`src/rtl/core/signed_feature_hasher_macros.svh`:
```
// Assertion macros shared by the signed feature hasher RTL.
// Included by modules that carry concurrent checks; no other dependencies.
`ifndef SIGNED_FEATURE_HASHER_MACROS_SVH
`define SIGNED_FEATURE_HASHER_MACROS_SVH

// Same-cycle implication, disabled while reset is asserted.
`define SFH_ASSERT_IMPL(lbl, clk, rst_n, ante, cons, msg) \
  lbl: assert property (@(posedge clk) disable iff (!rst_n) (ante) |-> (cons)) \
    else $error(msg);

// Next-cycle implication, disabled while reset is asserted.
`define SFH_ASSERT_NEXT(lbl, clk, rst_n, ante, cons, msg) \
  lbl: assert property (@(posedge clk) disable iff (!rst_n) (ante) |=> (cons)) \
    else $error(msg);

`endif

```
`src/rtl/core/sfh_pkg.sv`:
```
// Package for the signed feature hasher: constants, widths and shared types.
// Used by sfh_mul_unit and signed_feature_hasher; no dependencies.
`timescale 1ns / 1ps
`default_nettype none

package sfh_pkg;

  // Hash word and field widths.
  localparam int HASH_W      = 64;
  localparam int BYTE_W      = 8;
  localparam int BUCKET_W    = 16;
  localparam int DIV_CNT_W   = $clog2(HASH_W);

  // Digit width of the shared multiplier (8, 16 or 32).
  localparam int MUL_DIGIT_W = 16;

  // Mixing constants.
  localparam logic [HASH_W-1:0] HASH_MUL  = 64'hc6a4a7935bd1e995;
  localparam int                HASH_SHIFT = 47;
  localparam logic [HASH_W-1:0] SIGN_XOR  = 64'h9e3779b97f4a7c15;
  localparam logic [HASH_W-1:0] SIGN_MUL  = 64'hbf58476d1ce4e5b9;
  localparam int                SIGN_SHIFT = 31;

  // Reset value of the bucket count register.
  localparam logic [BUCKET_W-1:0] BUCKET_RESET = 16'd76;

  // Command to the shared multiplier.
  typedef struct packed {
    logic start;       // load operand and begin a product
    logic sign_round;  // use the sign-round constant instead of the hash one
  } mul_ctrl_t;

endpackage

`default_nettype wire

```
`src/rtl/core/sfh_mul_unit.sv`:
```
// Shared digit-serial multiplier: 64-bit operand times a 64-bit constant, mod 2^64.
// Depends on sfh_pkg for widths, constants and the mul_ctrl_t command struct.
`timescale 1ns / 1ps
`default_nettype none

module sfh_mul_unit #(
  parameter int DigitW = sfh_pkg::MUL_DIGIT_W
) (
  input  wire                          clk_i,
  input  wire                          rst_ni,
  input  wire  sfh_pkg::mul_ctrl_t     ctrl_i,
  input  wire  [sfh_pkg::HASH_W-1:0]   operand_i,
  output logic [sfh_pkg::HASH_W-1:0]   result_o,
  output logic                         done_o
);

  localparam int Steps = sfh_pkg::HASH_W / DigitW;
  localparam int CntW  = $clog2(Steps);

  logic                        busy_q;
  logic                        done_q;
  logic [CntW-1:0]             cnt_q;
  logic [sfh_pkg::HASH_W-1:0]  opnd_q;
  logic [sfh_pkg::HASH_W-1:0]  const_q;
  logic [sfh_pkg::HASH_W-1:0]  acc_q;
  logic [sfh_pkg::HASH_W-1:0]  prod_w;
  logic                        last_step_w;

  // One digit of the operand times the constant, already aligned by shifting
  // the constant left one digit per step. Only the low 64 bits are kept.
  assign prod_w = {{(sfh_pkg::HASH_W - DigitW){1'b0}}, opnd_q[DigitW-1:0]} * const_q;

  assign last_step_w = (cnt_q == CntW'(Steps - 1));

  // Step control.
  always_ff @(posedge clk_i or negedge rst_ni) begin
    if (!rst_ni) begin
      busy_q <= 1'b0;
      done_q <= 1'b0;
      cnt_q  <= '0;
    end else begin
      done_q <= 1'b0;
      if (ctrl_i.start) begin
        busy_q <= 1'b1;
        cnt_q  <= '0;
      end else if (busy_q) begin
        cnt_q <= cnt_q + CntW'(1);
        if (last_step_w) begin
          busy_q <= 1'b0;
          done_q <= 1'b1;
        end
      end
    end
  end

  // Operand, constant and accumulator.
  always_ff @(posedge clk_i) begin
    if (ctrl_i.start) begin
      opnd_q  <= operand_i;
      const_q <= ctrl_i.sign_round ? sfh_pkg::SIGN_MUL : sfh_pkg::HASH_MUL;
      acc_q   <= '0;
    end else if (busy_q) begin
      acc_q   <= acc_q + prod_w;
      opnd_q  <= opnd_q >> DigitW;
      const_q <= const_q << DigitW;
    end
  end

  assign result_o = acc_q;
  assign done_o   = done_q;

endmodule

`default_nettype wire

```
`src/rtl/core/signed_feature_hasher.sv`:
```
// Signed feature hasher top level: byte mixing, sign round and bucket modulo.
// Depends on sfh_pkg, sfh_mul_unit and signed_feature_hasher_macros.svh.
//
// Usage:
//   Input channel (in_valid_i / in_stall_o) carries one byte of a feature
//   string per item, with last_byte_i set on the final byte. Output channel
//   (out_valid_o / out_stall_i) carries one item per feature: bucket_index_o
//   and sign_positive_o. The bucket count is written through cfg_we_i and
//   cfg_wdata_i; the user must write it only while the block is idle, as the
//   block itself does not enforce this. A count of zero gives bucket 0.
//   The block works on one byte at a time and stalls its input while busy.
//   A byte without the mark takes 4 steps of the shared 16x64 multiplier
//   plus load and fold before the next byte can be taken. A marked byte adds
//   a second 4-step product for the sign and a restoring division of 64
//   one-bit steps for the bucket before its item is ready.
//   The result sits in an output register; while the receiver stalls it, the
//   block still takes and mixes further bytes and waits only when the next
//   result is ready. Reset clears the running hash, sets the bucket count
//   to 76 and empties the output register.
`timescale 1ns / 1ps
`default_nettype none

`include "signed_feature_hasher_macros.svh"

module signed_feature_hasher #(
  parameter int MulDigitW = sfh_pkg::MUL_DIGIT_W
) (
  input  wire                              clk_i,
  input  wire                              rst_ni,
  // Configuration
  input  wire                              cfg_we_i,
  input  wire  [sfh_pkg::BUCKET_W-1:0]     cfg_wdata_i,
  // Input items
  input  wire                              in_valid_i,
  output logic                             in_stall_o,
  input  wire  [sfh_pkg::BYTE_W-1:0]       byte_value_i,
  input  wire                              last_byte_i,
  // Output items
  output logic                             out_valid_o,
  input  wire                              out_stall_i,
  output logic [sfh_pkg::BUCKET_W-1:0]     bucket_index_o,
  output logic                             sign_positive_o
);

  typedef enum logic [2:0] {
    ST_IDLE,
    ST_MIX,
    ST_SIGN,
    ST_DIV,
    ST_HOLD
  } state_e;

  state_e                          state_q;
  logic [sfh_pkg::HASH_W-1:0]      hash_q;
  logic                            last_q;
  logic [sfh_pkg::HASH_W-1:0]      div_q;
  logic [sfh_pkg::BUCKET_W-1:0]    rem_q;
  logic [sfh_pkg::DIV_CNT_W-1:0]   div_cnt_q;
  logic [sfh_pkg::BUCKET_W-1:0]    cfg_bucket_q;
  logic [sfh_pkg::BUCKET_W-1:0]    bucket_q;
  logic                            sign_q;
  logic                            out_valid_q;
  logic [sfh_pkg::BUCKET_W-1:0]    out_bucket_q;
  logic                            out_sign_q;

  sfh_pkg::mul_ctrl_t              mul_ctrl_w;
  logic [sfh_pkg::HASH_W-1:0]      mul_opnd_w;
  logic [sfh_pkg::HASH_W-1:0]      mul_res_w;
  logic                            mul_done_w;

  logic                            in_accept_w;
  logic [sfh_pkg::HASH_W-1:0]      byte_ext_w;
  logic [sfh_pkg::HASH_W-1:0]      mixed_w;
  logic [sfh_pkg::BUCKET_W:0]      shifted_w;
  logic [sfh_pkg::BUCKET_W-1:0]    diff_w;
  logic [sfh_pkg::BUCKET_W-1:0]    rem_d;
  logic                            out_free_w;
  logic                            out_load_w;

  assign in_stall_o  = (state_q != ST_IDLE);
  assign in_accept_w = in_valid_i && !in_stall_o;

  // Sign-extend the byte, as a signed char would be.
  assign byte_ext_w = {{(sfh_pkg::HASH_W - sfh_pkg::BYTE_W){byte_value_i[sfh_pkg::BYTE_W-1]}},
                       byte_value_i};

  // Fold step after the per-byte product.
  assign mixed_w = mul_res_w ^ (mul_res_w >> sfh_pkg::HASH_SHIFT);

  // Multiplier commands: a byte product on acceptance, a sign-round product
  // right after the last byte's fold.
  always_comb begin
    mul_ctrl_w.start      = in_accept_w || (state_q == ST_MIX && mul_done_w && last_q);
    mul_ctrl_w.sign_round = (state_q == ST_MIX);
    mul_opnd_w            = (state_q == ST_MIX) ? (mixed_w ^ sfh_pkg::SIGN_XOR)
                                                : (hash_q ^ byte_ext_w);
  end

  sfh_mul_unit #(
    .DigitW (MulDigitW)
  ) u_mul (
    .clk_i     (clk_i),
    .rst_ni    (rst_ni),
    .ctrl_i    (mul_ctrl_w),
    .operand_i (mul_opnd_w),
    .result_o  (mul_res_w),
    .done_o    (mul_done_w)
  );

  // One restoring division step: shift in the next hash bit, subtract if it fits.
  // The difference is below the bucket count whenever it is taken, so 16 bits hold it.
  always_comb begin
    shifted_w = {rem_q, div_q[sfh_pkg::HASH_W-1]};
    diff_w    = shifted_w[sfh_pkg::BUCKET_W-1:0] - bucket_q;
    rem_d     = (shifted_w >= {1'b0, bucket_q}) ? diff_w
                                                 : shifted_w[sfh_pkg::BUCKET_W-1:0];
  end

  assign out_free_w = !out_valid_q || !out_stall_i;
  assign out_load_w = (state_q == ST_HOLD) && out_free_w;

  // Sequencer, running hash, divider and output register.
  always_ff @(posedge clk_i or negedge rst_ni) begin
    if (!rst_ni) begin
      state_q      <= ST_IDLE;
      hash_q       <= '0;
      last_q       <= 1'b0;
      div_q        <= '0;
      rem_q        <= '0;
      div_cnt_q    <= '0;
      cfg_bucket_q <= sfh_pkg::BUCKET_RESET;
      bucket_q     <= '0;
      sign_q       <= 1'b0;
      out_valid_q  <= 1'b0;
      out_bucket_q <= '0;
      out_sign_q   <= 1'b0;
    end else begin
      if (cfg_we_i) begin
        cfg_bucket_q <= cfg_wdata_i;
      end

      // A new item enters the output register, or the receiver took the pending one.
      if (out_load_w) begin
        out_valid_q <= 1'b1;
      end else if (out_valid_q && !out_stall_i) begin
        out_valid_q <= 1'b0;
      end

      case (state_q)
        ST_IDLE: begin
          if (in_accept_w) begin
            last_q  <= last_byte_i;
            state_q <= ST_MIX;
          end
        end
        ST_MIX: begin
          if (mul_done_w) begin
            if (last_q) begin
              hash_q  <= '0;
              div_q   <= mixed_w;
              state_q <= ST_SIGN;
            end else begin
              hash_q  <= mixed_w;
              state_q <= ST_IDLE;
            end
          end
        end
        ST_SIGN: begin
          if (mul_done_w) begin
            sign_q    <= mul_res_w[0] ^ mul_res_w[sfh_pkg::SIGN_SHIFT];
            bucket_q  <= cfg_bucket_q;
            rem_q     <= '0;
            div_cnt_q <= '0;
            state_q   <= ST_DIV;
          end
        end
        ST_DIV: begin
          rem_q     <= rem_d;
          div_q     <= div_q << 1;
          div_cnt_q <= div_cnt_q + sfh_pkg::DIV_CNT_W'(1);
          if (div_cnt_q == sfh_pkg::DIV_CNT_W'(sfh_pkg::HASH_W - 1)) begin
            state_q <= ST_HOLD;
          end
        end
        ST_HOLD: begin
          if (out_load_w) begin
            out_bucket_q <= (bucket_q == '0) ? '0 : rem_q;
            out_sign_q   <= sign_q;
            state_q      <= ST_IDLE;
          end
        end
        default: begin
          state_q <= ST_IDLE;
        end
      endcase
    end
  end

  assign out_valid_o     = out_valid_q;
  assign bucket_index_o  = out_bucket_q;
  assign sign_positive_o = out_sign_q;

  // A new result appears only out of the hold state.
  `SFH_ASSERT_IMPL(a_out_from_hold, clk_i, rst_ni, $rose(out_valid_q), $past(state_q == ST_HOLD), "output item rose outside the hold state")
  // The multiplier finishes only while the sequencer waits for it.
  `SFH_ASSERT_IMPL(a_mul_done_expected, clk_i, rst_ni, mul_done_w, (state_q == ST_MIX) || (state_q == ST_SIGN), "multiplier finished while not awaited")
  // The running hash is already cleared while the bucket is computed.
  `SFH_ASSERT_IMPL(a_hash_cleared, clk_i, rst_ni, (state_q == ST_DIV) || (state_q == ST_HOLD), hash_q == '0, "running hash not cleared after last byte")
  // The final remainder is below a nonzero bucket count.
  `SFH_ASSERT_IMPL(a_rem_in_range, clk_i, rst_ni, (state_q == ST_HOLD) && (bucket_q != '0), rem_q < bucket_q, "bucket remainder out of range")

endmodule

`default_nettype wire
```
`config.mk`:
```
export PLATFORM = sky130hd
export DESIGN_NAME = signed_feature_hasher
export DESIGN_NICKNAME = d
export VERILOG_FILES = /design/src/rtl/core/sfh_pkg.sv /design/src/rtl/core/sfh_mul_unit.sv /design/src/rtl/core/signed_feature_hasher.sv
export VERILOG_INCLUDE_DIRS = /design/src /design/src/rtl/core
export SDC_FILE = /design/constraint.sdc
export NUM_CORES = 2
export LEC_CHECK = 0
export BUFFER_PORTS_ARGS = -buffer_cell sky130_fd_sc_hd__buf_2
export CORE_MARGIN = 2
export CORE_UTILIZATION = 50
export DETAILED_ROUTE_END_ITERATION = 6
export GPL_ROUTABILITY_DRIVEN = 0
export GPL_TIMING_DRIVEN = 0
export PLACE_DENSITY = 0.67
export SKIP_LAST_GASP = 1
export SLEW_MARGIN = 0
export SYNTH_ARGS = -nofsm -noshare
export SYNTH_HDL_FRONTEND = slang
export SYNTH_SLANG_ARGS = --single-unit
```
`constraint.sdc`:
```
create_clock -name clk_i -period 11.77 [get_ports clk_i]
set_clock_uncertainty 0.15 [all_clocks]
set_input_delay 1.7655 -clock clk_i [delete_from_list [all_inputs] [get_ports clk_i]]
set_output_delay 1.7655 -clock clk_i [all_outputs]
set_load 0.005 [all_outputs]
```
==> metrics.md <==
| Metric | Value |
|---|---|
| Status | complete, no violations |
| Vias in the first global route | between 30000 and 40000 |
| Worst hold start | cfg_bucket_q[15] |
| Startpoint Class | register |
| Syn. warnings | 0 |
| Post-synthesis simple-gate area fraction | roughly an eighth |
| Multiplexer share of the synthesized area | ~1.6% |
| Worst reg-to-reg path cell count | 25 |
| Setup violations, final | 0 |
| Placed insts | 5820 |
| DRT iter0 DRCs | around 3500 |
| Largest family of logic cells by synthesized area | adder cells |
| Timing-limited maximum frequency | approximately 110 MHz |
| Slew @ Worst Pin | about 1.2 ns |
| Total GRT Usage | roughly 31% |
| Cells after Synth | about 4600 |
| Critical path class | register to register |
| Via count | between 30000 and 40000 |
| Setup TNS | 0 ns |
| Hold_buf cts | 0 |
| Post-synthesis sequential area ratio | between 20 and 25% |
| Clk buf depth | 3 |
| Synth area leader | fa_1 |
| Post-CTS sizing | 0 |
| Die area | 0.0881 mm^2 |
| RSZ-0062 raised after global routing | no |
| Total wire length | approximately 140000 um |
| RR Endpoint | u_mul.result_o[63] |
| Compound-cell area share of the yosys netlist | 9.46% |
| Post-synth EDFFs | just over 100 |
| Initial antenna violation count | 4 |
| Final Non-Filler Cells | 5887 |
| Postcts setup bufs | 0 |
| Post-route minimum period | between 9 and 10 ns |
| Final Max Slew Viols | 0 |
| First-pass GRT wire length | roughly 210000 um |
| Worst path max stage delay | between 0.8 and 0.9 ns |
| Largest net degree at the start of global routing | approximately 110 |
| Gr ovfl total | 0 |
| Fin. Hold Viols | 0 |
| Clock-pin slew on the worst setup and hold paths | approximately 0.07 ns |
| FFs w/ async S/R, synth | 55.6% |
| I/O Buffers | 46 |
| Fraction of layout cells with a size suffix above 1 | 3.63% |
| Req. time, crit path | approximately 12 ns |
| Syn-to-layout area delta | 6.84% |
| Routed Antenna Nets | 0 |
| Clock latency on the worst-skew pair | 0.57 ns |
| CTS Buf Count | 35 |
| Worst path slowest cell | clkbuf_1 |
| Final nets | approximately 5700 |
| Syn_nets | around 5600 |
| Adder-cell share of the synthesized area | approximately two fifths |
| Reg-to-reg startpoint | u_mul.opnd_q[2] |
| Critical Path AT | about 9.5 ns |
| Synth Flop Type | dfrtp_1 |
| Max Cap Violations | 0 |
| Reg2Reg Setup Slack | 2.57 ns |
| Die W | around 300 um |
| Io pins | 49 |
| Synth cell types | 71 |
| HPWL after DPL | roughly 110000 um |
| Starting density of the core | 50.4% |
| First-pass DRT Iterations | 6 |
| Routed WL per cell | roughly 23 um |
| Critical path peak fanout | 10 |
| Max_slew headroom | about 18% |
| # H-tree levels | 2 |
| XOR/XNOR share of the synthesized area | under 10% |
| Top cell by count, worst path | fa_1 |
| Yosys top cell area share | 34.0% |
| Part of the cycle the worst path needs | around four fifths |
| WHS Path Cells | 2 |
| Dominant cells by area after synthesis | fa_1 34%, dfrtp_1 12%, inv_1 9.2%, edfxtp_1 7.2%, nand2_1 5.8% |
| Num rows | around 110 |
| Avg Cell Area, Syn | just over 9 um^2 |
| Drt drc | 0 |
| Post-Syn Area | 0.0429 mm^2 |
| Root Buffer | clkbuf_16 |
| Crit path capture type | register |
| Core area | between 0.08 and 0.09 mm^2 |
| Drt via density | 5.55 |
| Die height | just under 300 um |
| Hold Path Sink | bucket_q[15] |
| CTS Sinks | approximately 380 |
| Synthesis-stage register bit count | 376 |
| Min-delay worst type | register to register |
| TritonCTS clock tree | done |
==> cell usage in the layout, fill, tap and decap left out, types with 35 or more instances in the layout <==
cell type	n
o21ai_0	176
a21oi_1	165
o31ai_1	69
clkbuf_1	220
nor2_1	172
ha_1	190
nand3_1	35
clkbuf_16	38
inv_1	1055
buf_2	51
edfxtp_1	103
xor2_1	35
and2_1	151
mux2i_1	50
dfrtp_1	206
dfxtp_1	64
nand2_1	665
fa_1	728
xnor2_1	137
a21o_1	36
==> worst max-delay path by stage <==
| stage | endpoint | startpoint |
|---|---|---|
| floorplan | u_mul.result_o[56] | u_mul.const_q[30] |
| global placement | u_mul.result_o[56] | u_mul.opnd_q[2] |
| detailed placement | u_mul.result_o[56] | u_mul.opnd_q[3] |
| CTS | u_mul.result_o[56] | u_mul.opnd_q[3] |
| global route | u_mul.result_o[56] | u_mul.opnd_q[3] |
| finish | u_mul.result_o[63] | u_mul.opnd_q[2] |
==> cells by family after synthesis <==
kind of cell | Yosys count
buffers and inverters | 1292
and+or+nand+nor | 1162
adders and majority gates | 918
AOI/OAI and AO/OA | 640
DFF | 376
xor gates and xnor gates | 172
muxes | 68
==> worst max-delay path: cells and delay by family (launching register included) <==
| kind | cells | cell delay, ns |
|---|---|---|
| AO/OA/AOI/OAI | 8 | 2.28 |
| adder cells (fa/ha/maj) | 7 | 3.48 |
| buffers and inverters | 8 | 2.14 |
| flip-flops | 1 | 0.32 |
| multiplexers | 1 | 0.26 |
| AND/OR/NAND/NOR | 1 | 0.44 |
==> final cells by class <==
| cell class | instances | area (um^2) |
|---|---|---|
| Inverter | 1057 | 3970 |
| Timing Repair Buffer | 48 | 295 |
| Antenna cell | 3 | 7.51 |
| Tap cell | 1144 | 1430 |
| Fill cell | 7712 | 39200 |
| Clock buffer | 50 | 1060 |
| Buffer | 235 | 935 |
| Sequential cell | 376 | 9610 |
| Clock inverter | 14 | 138 |
| Multi-Input combinational cell | 2960 | 28300 |
==> cell usage after synthesis (all sizes together) (4+ instances only) <==
master,n
nor4,8
nor2b,9
o21ai,179
mux2,18
or2,13
a31oi,6
and3,22
or3,18
nor2,172
dfrtp,206
inv,1057
ha,190
a211oi,12
o21bai,21
o31ai,69
o21a,14
nor3,25
buf,21
clkbuf,214
a2111oi,5
a21boi,4
dfxtp,64
a22o,17
o221ai,31
nand2b,11
o211ai,13
a21oi,167
a221oi,4
edfxtp,103
mux2i,50
nand2,665
fa,728
o22ai,32
a21o,37
xnor2,137
xor2,35
and2,152
and4,6
nand3,35
a211o,7
a221o,4
nand4,20
==> metrics by stage <==
step / hold slack (ns) / setup WS [ns] / cell area [um^2] / utilization [%]
after floorplan: 0.285 / 5.11 / 42900 / -
after global placement: 0.312 / 2.83 / 44500 / 52.4
after detailed placement: 0.319 / 2.78 / 44600 / 52.4
after CTS: 0.327 / 2.75 / 45800 / 53.9
after global routing: 0.347 / 2.37 / 45800 / 53.9
final: 0.325 / 2.57 / 45800 / 53.9
==> flip-flops by register name, indices dropped and copies added, names as in the netlist <==
name and count:
u_mul.done_o 1, out_valid_o 1, u_mul.const_q 39, sign_positive_o 1, u_mul.cnt_q 2, u_mul.busy_q 1, u_mul.result_o 64, hash_q 64
u_mul.opnd_q 64, div_q 64, div_cnt_q 6, last_q 1, bucket_index_o 16, state_q 3, bucket_q 16, rem_q 16
cfg_bucket_q 16, sign_q 1
==> routing by layer <==
layer	global-route usage (%)	wire length (um)
met3	6.42	14000
met4	13.8	7020
met5	0	0
met1	42.9	54800
met2	48.1	59600
Power is not shown: default switching activity piles up to over one toggle a cycle in this logic, so the estimate is an artifact.
